<file path="src/rtl/core/assert_macros.svh">
// Assertion macros shared by the allocator RTL.
// Depends on nothing; included by files that carry concurrent checks.
`ifndef ASSERT_MACROS_SVH
`define ASSERT_MACROS_SVH

// Clocked property with active-low reset disable.
`define PCPFA_ASSERT(label, clk, rst_n, prop, msg) \
    label: assert property (@(posedge clk) disable iff (!rst_n) (prop)) \
        else $error(msg);

// Condition that must never hold at a clock edge outside reset.
`define PCPFA_ASSERT_NEVER(label, clk, rst_n, cond, msg) \
    label: assert property (@(posedge clk) disable iff (!rst_n) !(cond)) \
        else $error(msg);

`endif

</file>
<file path="src/rtl/core/pcpfa_pkg.sv">
// Shared types, codes and defaults for the per-CPU page free-list allocator.
// Depends on nothing; imported by every module of the block.
package pcpfa_pkg;

    localparam int DEF_CPU_COUNT  = 8;
    localparam int DEF_PAGE_COUNT = 1024;
    // Page size is a power of two; alignment and page numbers use shifts and masks.
    localparam int DEF_PAGE_BYTES = 4096;
    localparam int QUEUE_DEPTH    = 2;

    localparam int CFG_INDEX_W = 2;
    localparam logic [CFG_INDEX_W-1:0] CFG_FIRST_ADDRESS = 2'd0;
    localparam logic [CFG_INDEX_W-1:0] CFG_TOP_ADDRESS   = 2'd1;

    localparam logic [31:0] FIRST_ADDRESS_RESET = 32'h8000_0000;
    localparam logic [31:0] TOP_ADDRESS_RESET   = 32'h8800_0000;

    localparam logic [1:0] STATUS_OK       = 2'd0;
    localparam logic [1:0] STATUS_EMPTY    = 2'd1;
    localparam logic [1:0] STATUS_BAD_ADDR = 2'd2;

    localparam logic REQ_ALLOC = 1'b0;
    localparam logic REQ_FREE  = 1'b1;

    // Classified job handed from the front end to the back end.
    typedef enum logic [1:0] {
        OP_PUSH,
        OP_POP,
        OP_BAD
    } op_t;

    typedef struct packed {
        logic        req_type;
        logic [2:0]  cpu_id;
        logic [31:0] page_address;
    } req_t;

    typedef struct packed {
        logic [31:0] alloc_address;
        logic [1:0]  status;
    } rsp_t;

endpackage

</file>
<file path="src/rtl/core/pcpfa_queue.sv">
// Small FIFO that decouples the classifying front end from the list back end.
// Depends on pcpfa_pkg for its default depth.
module pcpfa_queue
    import pcpfa_pkg::*;
#(
    parameter int WIDTH = 8,
    parameter int DEPTH = QUEUE_DEPTH
) (
    input  logic             aclk,
    input  logic             aresetn,
    input  logic             wr_valid,
    output logic             wr_ready,
    input  logic [WIDTH-1:0] wr_data,
    output logic             rd_valid,
    input  logic             rd_ready,
    output logic [WIDTH-1:0] rd_data
);

    localparam int PTR_W = (DEPTH > 1) ? $clog2(DEPTH) : 1;
    localparam int CNT_W = $clog2(DEPTH + 1);

    logic [WIDTH-1:0] slot_reg [DEPTH];
    logic [PTR_W-1:0] wr_ptr_reg, wr_ptr_next;
    logic [PTR_W-1:0] rd_ptr_reg, rd_ptr_next;
    logic [CNT_W-1:0] count_reg, count_next;
    logic             wr_fire;
    logic             rd_fire;

    assign wr_ready = (count_reg != CNT_W'(DEPTH));
    assign rd_valid = (count_reg != '0);
    assign rd_data  = slot_reg[rd_ptr_reg];
    assign wr_fire  = wr_valid && wr_ready;
    assign rd_fire  = rd_valid && rd_ready;

    always_comb begin
        wr_ptr_next = wr_ptr_reg;
        rd_ptr_next = rd_ptr_reg;
        count_next  = count_reg;
        if (wr_fire) begin
            wr_ptr_next = (wr_ptr_reg == PTR_W'(DEPTH - 1)) ? '0 : wr_ptr_reg + 1'b1;
        end
        if (rd_fire) begin
            rd_ptr_next = (rd_ptr_reg == PTR_W'(DEPTH - 1)) ? '0 : rd_ptr_reg + 1'b1;
        end
        if (wr_fire && !rd_fire) begin
            count_next = count_reg + 1'b1;
        end else if (rd_fire && !wr_fire) begin
            count_next = count_reg - 1'b1;
        end
    end

    always_ff @(posedge aclk) begin
        if (!aresetn) begin
            wr_ptr_reg <= '0;
            rd_ptr_reg <= '0;
            count_reg  <= '0;
        end else begin
            wr_ptr_reg <= wr_ptr_next;
            rd_ptr_reg <= rd_ptr_next;
            count_reg  <= count_next;
        end
    end

    always_ff @(posedge aclk) begin
        if (wr_fire) begin
            slot_reg[wr_ptr_reg] <= wr_data;
        end
    end

endmodule

</file>
<file path="config.mk">
export PLATFORM = sky130hd
export DESIGN_NAME = pcpfa_queue
export DESIGN_NICKNAME = d
export VERILOG_FILES = /design/src/rtl/core/assert_macros.svh /design/src/rtl/core/pcpfa_pkg.sv /design/src/rtl/core/pcpfa_queue.sv
export SDC_FILE = /design/constraint.sdc
export NUM_CORES = 1
export LEC_CHECK = 0
export BUFFER_PORTS_ARGS = -buffer_cell sky130_fd_sc_hd__clkbuf_2
export CORE_UTILIZATION = 49
export DETAILED_ROUTE_END_ITERATION = 12
export PLACE_DENSITY = 0.77
export SYNTH_ARGS = -nofsm -noshare
export SYNTH_HDL_FRONTEND = slang
export SYNTH_SLANG_ARGS = --single-unit
</file>
<file path="constraint.sdc">
create_clock -name aclk -period 1.8 [get_ports aclk]
set_clock_uncertainty 0.15 [all_clocks]
set_input_delay 0 -clock aclk [delete_from_list [all_inputs] [get_ports aclk]]
set_output_delay 0 -clock aclk [all_outputs]
set_load 0.1 [all_outputs]
</file>
==> run metrics <==
status=completed; Core Region=1524 um2; Max Fclk=608.9 MHz; largest net degree at the start of global routing=13; Post-Synthesis Cells=50; Initial DRC Count=6; layout cells sized above 1=48.24%; register-to-register setup slack=0.18 ns; synthesized cell area=809.5 um2; critical path arrival=1.49 ns; number of synthesized register bits=21; Reg2Reg Depth=6; Net Count, Synth=63; YS warnings=0; slowest CP cell=dfxtp_2; initial antenna violation count=0; RSZ-0062 raised after global routing=false; first-pass GRT wire length=2.152 mm; Yosys cell types=17; DR DRC count=0; H-tree depth=1; Min-Delay Path Class=input pin to flop; setup TNS=0 ns; final hold vios=0; Hold Worst Slack=0.01668 ns; CP Launch Type=flop; die height=42.65 um; Die Area=1819 um2; area of the multi-input gates=231.5 um2; drt first pass iters=4; fin crit share=91.24%; Filler Cell Count=109; Initial Utilization=53.12%; Avg WL per Cell=13.02 um; Finish-stage setup viols=0; IO buf count=21; CTS Root Cell=clkbuf_4; vias per std cell=5.079; Chip Width=42.65 um; total routed wirelength=1.315 mm; headroom to the max-slew limit=63.94%; clk_lat worst skew=0.29 ns; r2r startpoint=count_reg[1]; Slew @ Worst Pin=0.5432 ns; non-filler cells, final=101; worst path cell trace=mux2_2 -> clkbuf_2; Hold Path Origin=rd_ready; sequential area share after synthesis=71.72%; storage element area=583.1 um2; FP Rows=14; Post-DRT Antenna Nets=0; cts bufs inserted=3; Placed Cells=87; CP max stage delay=0.46 ns; Sink Count=21; max reg flops=16; maxcap violations=0; crit path time final=1.642 ns; CP max FO=8; I/O pin cnt=22; Crit. End Element=primary output; clk slew on worst S/H paths=0.11 ns; fin. max-slew vios=0; R2R Path End=count_reg[1]; critical path capture point=rd_data[1]; kind of critical path=flop to primary output; Via Count=513; layout overhead on the synthesized area=33.69%; Tot GR Track Use=16.42%; RePlAce Congestion=0.7654; synthesized area per cell=16.19 um2; vias in the first global route=518; worst endpoint required time=1.65 ns; NumNets Final=99; total inserted antenna cells=0; Max Root-Sink Buffers=2; global route overflow=0; CTS tree=yes
[synth_stat cells]
cell type,n,area share (%)
nor2_1,3,1.4
and2_1,1,0.77
a21oi_1,2,1.2
a21bo_2,1,1.2
buf_2,1,0.62
ha_1,1,1.5
inv_1,2,0.93
dfxtp_1,5,12
nand3b_1,1,0.93
xor2_1,3,3.2
nand2b_4,1,1.7
edfxtp_1,16,59
or3_1,1,0.77
o21ai_0,2,1.2
and3_1,1,0.77
or2_2,1,0.77
mux2_2,8,11
[critical path: cells and delay by family, from the launching register on]
kind	cells	cell delay, ns
flops	1	0.46
mux	1	0.37
buf+inv	1	0.37
[worst min path at each step]
stage               depth (start not counted)        endpoint  slack (ns)
global placement                            1  slot_reg[0][7]        0.04
CTS                                         5      rd_ptr_reg       0.007
detailed placement                          1  slot_reg[0][0]        0.04
global route                                5      rd_ptr_reg        0.05
finish                                      5      rd_ptr_reg        0.02
floorplan                                   0  slot_reg[0][0]       -0.05
[metrics by stage]
stage          cell area, um2  util (%)  worst slack (ns)
2_1_floorplan           825.8         -           0.02255
3_3_place_gp            953.4     62.56            0.2365
3_5_place_dp            953.4     62.56            0.2080
4_1_cts                  1081     70.94          0.005372
5_1_grt                  1082     71.02           0.06782
6_report                 1082     71.02            0.1576
[cell families (layout without fill, tap and decap cells)]
family / Yosys count / after routing / share of synthesized area, %
AO/OA/AOI/OAI: 5 / 5 / 3.710
XOR/XNOR: 3 / 3 / 3.246
adder cells (fa/ha/maj): 1 / 1 / 1.545
buffers and inverters: 3 / 38 / 1.545
flip-flops: 21 / 21 / 71.72
multiplexers: 8 / 8 / 11.13
AND/OR/NAND/NOR: 9 / 9 / 7.112
[what timing repair did]
item	in CTS	in global routing
gates resized for setup	0	1
setup buffers	0	0
hold buffers	10	0
endpoints found under the hold margin	21	0
endpoints found under the setup margin	0	8
[layout by cell type (no fill, tap or decap), types with 2 or more instances in the layout]
cell / instances
a21oi_1: 2
clkbuf_2: 21
clkbuf_4: 3
dfxtp_1: 3
dfxtp_2: 2
dlygate4sd3_1: 10
edfxtp_1: 16
inv_1: 2
mux2_2: 8
nor2_1: 3
o21ai_0: 2
xor2_1: 3
[area by class of cell]
type	instances	share of cell area, %
repair buffers	32	19.65
multi-input cells	26	21.39
clock inverters	1	0.4624
inverters	2	0.6936
clock buffers	3	2.081
well taps	16	1.850
flip-flops and latches	21	53.87
[layer usage]
layer	track usage (%)	vias up	part of all wire, %
met5	0	-	0
met4	1.875	0	0
met3	3.879	0	4.2
met2	30.61	18	54
met1	19.48	242	42
li1	-	253	-
Power is left out: the tool's default activity adds up to more than one toggle a clock period on the data nets, which glitch-free logic cannot reach.
