[config.mk]
export PLATFORM = sky130hd
export DESIGN_NAME = pcpfa_front
export DESIGN_NICKNAME = d
export VERILOG_FILES = /design/src/rtl/core/assert_macros.svh /design/src/rtl/core/pcpfa_pkg.sv /design/src/rtl/core/pcpfa_front.sv
export SDC_FILE = /design/constraint.sdc
export NUM_CORES = 1
export LEC_CHECK = 0
export BUFFER_PORTS_ARGS = -buffer_cell sky130_fd_sc_hd__buf_4
export CAP_MARGIN = 10
export CORE_MARGIN = 2
export CORE_UTILIZATION = 48
export DETAILED_ROUTE_END_ITERATION = 8
export PLACE_DENSITY = 0.92
export SLEW_MARGIN = 15
export SYNTH_ARGS = -nofsm -noshare
export SYNTH_HDL_FRONTEND = slang
export SYNTH_SLANG_ARGS = --single-unit
[constraint.sdc]
create_clock -name vclk -period 4.3
set_input_delay 0.645 -clock vclk [all_inputs]
set_output_delay 0.645 -clock vclk [all_outputs]
set_load 0.01 [all_outputs]
[src/rtl/core/assert_macros.svh]
// Assertion macros shared by the allocator RTL.
// Depends on nothing; included by files that carry concurrent checks.
`ifndef ASSERT_MACROS_SVH
`define ASSERT_MACROS_SVH

// Clocked property with active-low reset disable.
`define PCPFA_ASSERT(label, clk, rst_n, prop, msg) \
    label: assert property (@(posedge clk) disable iff (!rst_n) (prop)) \
        else $error(msg);

// Condition that must never hold at a clock edge outside reset.
`define PCPFA_ASSERT_NEVER(label, clk, rst_n, cond, msg) \
    label: assert property (@(posedge clk) disable iff (!rst_n) !(cond)) \
        else $error(msg);

`endif

[src/rtl/core/pcpfa_pkg.sv]
// Shared types, codes and defaults for the per-CPU page free-list allocator.
// Depends on nothing; imported by every module of the block.
package pcpfa_pkg;

    localparam int DEF_CPU_COUNT  = 8;
    localparam int DEF_PAGE_COUNT = 1024;
    // Page size is a power of two; alignment and page numbers use shifts and masks.
    localparam int DEF_PAGE_BYTES = 4096;
    localparam int QUEUE_DEPTH    = 2;

    localparam int CFG_INDEX_W = 2;
    localparam logic [CFG_INDEX_W-1:0] CFG_FIRST_ADDRESS = 2'd0;
    localparam logic [CFG_INDEX_W-1:0] CFG_TOP_ADDRESS   = 2'd1;

    localparam logic [31:0] FIRST_ADDRESS_RESET = 32'h8000_0000;
    localparam logic [31:0] TOP_ADDRESS_RESET   = 32'h8800_0000;

    localparam logic [1:0] STATUS_OK       = 2'd0;
    localparam logic [1:0] STATUS_EMPTY    = 2'd1;
    localparam logic [1:0] STATUS_BAD_ADDR = 2'd2;

    localparam logic REQ_ALLOC = 1'b0;
    localparam logic REQ_FREE  = 1'b1;

    // Classified job handed from the front end to the back end.
    typedef enum logic [1:0] {
        OP_PUSH,
        OP_POP,
        OP_BAD
    } op_t;

    typedef struct packed {
        logic        req_type;
        logic [2:0]  cpu_id;
        logic [31:0] page_address;
    } req_t;

    typedef struct packed {
        logic [31:0] alloc_address;
        logic [1:0]  status;
    } rsp_t;

endpackage

[src/rtl/core/pcpfa_front.sv]
// Front end: takes requests, wraps the CPU number and checks free addresses.
// Depends on pcpfa_pkg; feeds classified jobs into pcpfa_queue.
module pcpfa_front
    import pcpfa_pkg::*;
#(
    parameter int CPU_COUNT  = DEF_CPU_COUNT,
    parameter int PAGE_COUNT = DEF_PAGE_COUNT,
    parameter int PAGE_BYTES = DEF_PAGE_BYTES,
    localparam int CPU_W     = (CPU_COUNT > 1) ? $clog2(CPU_COUNT) : 1,
    localparam int PAGE_W    = $clog2(PAGE_COUNT),
    localparam int JOB_W     = $bits(op_t) + CPU_W + PAGE_W
) (
    input  logic              s_valid,
    output logic              s_ready,
    input  req_t              s_data,
    input  logic [31:0]       first_address,
    input  logic [31:0]       top_address,
    output logic              job_valid,
    input  logic              job_ready,
    output logic [JOB_W-1:0]  job_data
);

    localparam int SH = $clog2(PAGE_BYTES);

    typedef struct packed {
        op_t               op;
        logic [CPU_W-1:0]  cpu;
        logic [PAGE_W-1:0] page;
    } job_t;

    function automatic logic [CPU_W-1:0] wrap_cpu(input logic [2:0] id);
        logic [2:0] r;
        r = id;
        for (int i = 0; i < 8; i++) begin
            if (int'(r) >= CPU_COUNT) begin
                r = r - 3'(CPU_COUNT);
            end
        end
        return CPU_W'(r);
    endfunction

    logic [32:0] base_page;
    logic [32:0] addr_page;
    logic [32:0] page_diff;
    logic        bad_addr;
    job_t        job;

    always_comb begin
        // First page of the region is first_address rounded up to a page boundary.
        base_page = 33'(first_address >> SH) + 33'(|first_address[SH-1:0]);
        addr_page = 33'(s_data.page_address >> SH);
        page_diff = addr_page - base_page;
        bad_addr  = (|s_data.page_address[SH-1:0])
                 || (s_data.page_address < first_address)
                 || (s_data.page_address >= top_address)
                 || (page_diff >= 33'(PAGE_COUNT));

        job.cpu  = wrap_cpu(s_data.cpu_id);
        job.page = page_diff[PAGE_W-1:0];
        if (s_data.req_type == REQ_FREE) begin
            job.op = bad_addr ? OP_BAD : OP_PUSH;
        end else begin
            job.op = OP_POP;
        end
    end

    assign job_data  = job;
    assign job_valid = s_valid;
    assign s_ready   = job_ready;

endmodule

==> results.json, run 1 <==
{
  "status": "finished, violations left",
  "violations": "setup timing",
  "finalCritPeriodShare_pct": 106,
  "coreArea_mm2": 0.00631,
  "min_path_type": "in -> out",
  "wl_met1_um": 3600,
  "via_per_inst": 5.37,
  "drv_cap": 0,
  "place.detailed.hpwl_um": 7490,
  "antenna_found_initial": 0,
  "ff_latch_area_um2": 0,
  "path_max_fanout": 4,
  "path_class": "in -> out",
  "cp_data_arrival_time_ps": 3910,
  "max_stage_delay_ps": 530,
  "p_clk_share_pct": 0,
  "finalPower_uw": 611,
  "hold_viol": 0,
  "power_density_mw_per_mm2": 145,
  "drive_gt1_share_pct": 25.4,
  "die_area_mm2": 0.00718,
  "drc": 0,
  "cp_common_cell": "buf_4",
  "p_sw_uw": 313,
  "fmax_mhz": 219,
  "syn_area_per_cell_um2": 6.95,
  "grt_max_degree": 9,
  "pwr-share-seq_pct": 0,
  "p_comb_share_pct": 100.0,
  "final_cell_mix": "inv_1 (123), buf_4 (122), ha_1 (100)",
  "synth_warnings": 0,
  "rsz0062_at_grt": "yes",
  "yosysTopAreaCellShare_pct": 40.4,
  "crit_slowest_cell": "fa_1",
  "synth_area_mm2": 0.00313,
  "end_kind": "primary output",
  "vias": 3460,
  "fin_nets": 774,
  "slew_headroom_pct": 63.1,
  "post-route-util_pct": 66.8,
  "rows": 29,
  "gp_congestion": 0.901,
  "hold_buffers": 0,
  "n_antenna_cell": 0,
  "drv_slew": 0,
  "crit_chain": "buf_4, nor4_2, nand3_1, fa_1, ha_1, nor2_2, fa_2, a21boi_2, o221ai_2, a311oi_2, buf_4, a31oi_2, mux2i_1, a32o_1, a31oi_2, buf_4",
  "detail_route.wl_per_cell_um": 13.1,
  "setup_viol": 1,
  "die_h_um": 84.7,
  "area_delta_synth_final_pct": 34.8,
  "synthCells": 450,
  "cp-start-kind": "primary input",
  "drt_iter0_markers": 124,
  "multi_input_area_mm2": 0.00272,
  "synth_nets": 655,
  "met2WireLength_um": 4220,
  "track_usage_pct": 22.6,
  "worst_slack_ps": -257,
  "final_common_cell": "inv_1",
  "p_int_uw": 297,
  "grt_pass1_vias": 3395,
  "sw_frac_of_total_pct": 51.3,
  "start_util_pct": 49.5,
  "power.leakage_nw": 2.41,
  "ys_seq_area_share_pct": 0,
  "cp.required_ps": 3650,
  "ant_nets": 0,
  "ir_drop_mv": 0.102,
  "synth_area_leader_cell": "ha_1",
  "seq_cells": 0,
  "netlist_top_cells_area": "ha_1 (40%), inv_1 (15%), a21oi_1 (5.3%)",
  "top_layer": "met4",
  "yosysUniqueCellTypes": 54,
  "die-width_um": 84.7,
  "worst_slew_pin_slew_ps": 539,
  "period_needed_ps": 4560,
  "fill_cells": 522,
  "numPortBuffers": 109,
  "grt-ovfl-total": 0,
  "grt_pass1_wl_um": 14100,
  "wl_met3_um": 422,
  "drt-total-wl_um": 8430,
  "drt_first_pass_iters": 4,
  "clkbuf_count": 0,
  "design.portCount": 119
}
==> synth_stat cells (2+ instances only) <==
library cell	number
or4_1	3
a21o_1	6
o21ai_0	14
nand2_1	26
ha_1	101
nor2_1	15
o21ai_1	6
o21a_1	7
o22ai_1	3
a21oi_1	33
nand2b_1	3
nand4_1	11
fa_1	2
a2111oi_0	4
inv_2	2
nor2b_1	4
a211o_1	2
inv_1	123
a41oi_1	2
a211oi_1	7
and3_1	2
xnor2_1	9
o2111ai_1	3
buf_4	5
nor4_1	7
xor2_1	2
o221ai_1	2
a31oi_1	4
nor3_1	4
or3_1	3
o31ai_1	2
nand3_1	10
nor3b_1	2
==> cells by family after synthesis <==
group                    Yosys count  share of synthesized area [%]
AO/OA/AOI/OAI                    109                           23.1
XOR/XNOR                          11                           3.08
adder cells (fa/ha/maj)          103                           41.7
buffers and inverters            132                           16.4
multiplexers                       1                          0.320
AND/OR/NAND/NOR                   94                           15.4
==> power by group through the flow <==
| stage | clock (mW) | sequential [mW] | combinational [mW] |
|---|---|---|---|
| after floorplan | 0 | 0 | 0.356 |
| after global placement | 0 | 0 | 0.554 |
| after detailed placement | 0 | 0 | 0.575 |
| after CTS | 0 | 0 | 0.590 |
| after global routing | 0 | 0 | 0.678 |
| final | 0 | 0 | 0.611 |
==> cell type report <==
type,instances,share of cell area (%)
Inverter,126,11.2
Tap cell,77,2.28
Timing Repair Buffer,123,22.0
Multi-Input combinational cell,318,64.5
==> stage by stage <==
step / TNS, ps / cell area, µm² / setup WS (ps) / instances / hold WS, ps
2_1_floorplan: 0 / 3150 / 25.6 / 450 / 1350
3_3_place_gp: -419 / 4100 / -419 / 641 / 1290
3_5_place_dp: -526 / 4100 / -526 / 641 / 1290
4_1_cts: -247 / 4160 / -247 / 642 / 1290
5_1_grt: -392 / 4220 / -383 / 644 / 1290
6_report: -257 / 4220 / -257 / 644 / 1290
==> layer usage <==
| layer | up-vias | global-route usage, % |
|---|---|---|
| met5 | - | 0 |
| met4 | 0 | 4.47 |
| met3 | 20 | 1.28 |
| met2 | 109 | 43.6 |
| met1 | 1549 | 27.4 |
| li1 | 1782 | - |
==> timing repair <==
item / 4_1_cts / 5_1_grt
pin swaps: 4 / 10
setup endpoints to repair: 2 / 2
setup buffers: 1 / 3
resized for setup: 8 / 10
==> path summary, 6_finish.rpt <==
kind                             start           end  depth (start not counted)
worst max-delay path  first_address[0]  job_data[14]                         16
worst min-delay path        s_data[32]  job_data[10]                          0
==> critical path, delay by kind of cell <==
kind	cells	cell delay, ps
simple gates	3	470
fa+ha+maj	3	1080
mux	1	140
buf+inv	3	450
compound gates	6	1110
Power figures use the tool's default switching activity.
==> run 2: changes to the inputs <==
--- a/config.mk
+++ b/config.mk
@@ -5,8 +5,10 @@
 export SDC_FILE = /design/constraint.sdc
 export NUM_CORES = 1
 export LEC_CHECK = 0
+export ABC_CLOCK_PERIOD_IN_PS = 4000
 export BUFFER_PORTS_ARGS = -buffer_cell sky130_fd_sc_hd__buf_4
 export CAP_MARGIN = 10
+export CORE_ASPECT_RATIO = 0.75
 export CORE_MARGIN = 2
 export CORE_UTILIZATION = 48
 export DETAILED_ROUTE_END_ITERATION = 8
==> constraint.sdc (replaced) <==
create_clock -name vclk -period 4
set_input_delay 0.6 -clock vclk [all_inputs]
set_output_delay 0.6 -clock vclk [all_outputs]
set_load 0.01 [all_outputs]
==> results.json, run 2 (same netlist as run 1, synthesis figures left out) <==
{
  "status": "finished, violations left",
  "violations": "setup timing",
  "track_usage_pct": 23.5,
  "crit_end": "job_data[14]",
  "fmax_mhz": 225,
  "rows": 25,
  "sw_frac_of_total_pct": 50.8,
  "worst_slack_ps": -453,
  "detail_route.wl_per_cell_um": 13.6,
  "dp_cells": 648,
  "grt_pass1_vias": 3487,
  "cp.required_ps": 3400,
  "crit_slowest_cell": "fa_1",
  "end_kind": "primary output",
  "ff_latch_area_um2": 0,
  "area_delta_synth_final_pct": 37.6,
  "final_cells": 652,
  "drive_gt1_share_pct": 26.6,
  "p_int_uw": 336,
  "cp_common_cell": "buf_4",
  "p_sw_uw": 346,
  "coreArea_mm2": 0.00629,
  "period_needed_ps": 4450,
  "hold_buffers": 0,
  "cp_top_family": "adder cells",
  "p_comb_share_pct": 100.0,
  "clkbuf_count": 0,
  "slew_headroom_pct": 64.6,
  "grt_max_degree": 8,
  "drt_iter0_markers": 193,
  "ir_drop_mv": 0.0818,
  "drv_slew": 0,
  "via_per_inst": 5.43,
  "path_depth": 16,
  "drv_cap": 0,
  "postPlaceCellArea_mm2": 0.00415,
  "path_class": "in -> out",
  "pre_cts_ws_ps": -554,
  "die-width_um": 97.2,
  "seq_cells": 0,
  "design.portCount": 119,
  "finalPower_uw": 682,
  "place.detailed.hpwl_um": 7760,
  "worst_slew_pin_slew_ps": 530,
  "setup_viol": 1,
  "die_h_um": 73.9,
  "start_util_pct": 49.8,
  "final_area_mm2": 0.00431,
  "path_max_fanout": 4,
  "final_cell_mix": "inv_1 (122), buf_4 (122), ha_1 (99)",
  "grt-ovfl-total": 0,
  "vias": 3541,
  "ant_nets": 0,
  "fin_nets": 778,
  "drt-total-wl_um": 8860,
  "n_antenna_cell": 0,
  "grt_pass1_wl_um": 14600,
  "min_path_type": "in -> out",
  "power_density_mw_per_mm2": 158,
  "die_area_mm2": 0.00719,
  "p_clk_share_pct": 0,
  "rsz0062_at_grt": "yes",
  "cp-start-kind": "primary input",
  "numPortBuffers": 109,
  "startpoint": "first_address[10]",
  "setup_tns_ps": -453,
  "cp_data_arrival_time_ps": 3850,
  "crit_chain": "buf_4, nor4_4, nand3_2, fa_1, ha_2, nor2_2, fa_2, a21boi_2, o221ai_2, a311oi_2, buf_4, a41oi_1, xnor2_1, nor4_2, a31oi_2, buf_4",
  "drt_first_pass_iters": 5,
  "gp_congestion": 0.941,
  "pwr-share-seq_pct": 0,
  "antenna_found_initial": 0,
  "hold_viol": 0,
  "max_stage_delay_ps": 550,
  "power.leakage_nw": 2.45,
  "drc": 0,
  "finalCritPeriodShare_pct": 111,
  "path_buf_inv": 3
}
-- run 2: stage by stage --
stage / hold slack (ps) / utilization [%]
floorplan: 1260 / -
global placement: 1200 / 66.0
finish: 1200 / 68.5
detailed placement: 1200 / 66.0
CTS: 1200 / 67.8
global route: 1200 / 68.5
-- run 2: worst min path at each step --
stage,cells after the start,slack (ps),to,start
floorplan,1,1260,job_data[13],s_data[35]
global placement,0,1200,job_data[10],s_data[32]
detailed placement,0,1200,job_data[10],s_data[32]
CTS,0,1200,job_data[10],s_data[32]
global route,0,1200,job_valid,s_valid
finish,0,1200,job_data[10],s_data[32]
-- run 2: power by group through the flow --
stage	clock [mW]	combinational, mW	sequential (mW)
2_1_floorplan	0	0.385	0
3_3_place_gp	0	0.605	0
3_5_place_dp	0	0.634	0
4_1_cts	0	0.664	0
5_1_grt	0	0.755	0
6_report	0	0.682	0
-- run 2: final cells by class --
cell class / count / area, µm²
multi-input combinational: 318 / 2760
fill: 492 / 1980
timing repair buffer: 127 / 976
inverter: 126 / 473
tap: 81 / 101
-- run 2: timing repair --
action	4_1_cts	5_1_grt
cloned	0	0
setup buffers	5	2
gates resized for setup	17	9
pin swaps	12	11
endpoints found under the setup margin	2	2
-- run 2: per-layer routing --
| metal | up-vias | part of all wire [%] | GRT usage (%) |
|---|---|---|---|
| met1 | 1602 | 42 | 29.5 |
| met2 | 132 | 49 | 44.7 |
| li1 | 1791 | - | - |
| met5 | - | 0 | 0 |
| met4 | 0 | 1.8 | 4.32 |
| met3 | 16 | 7.1 | 2.47 |
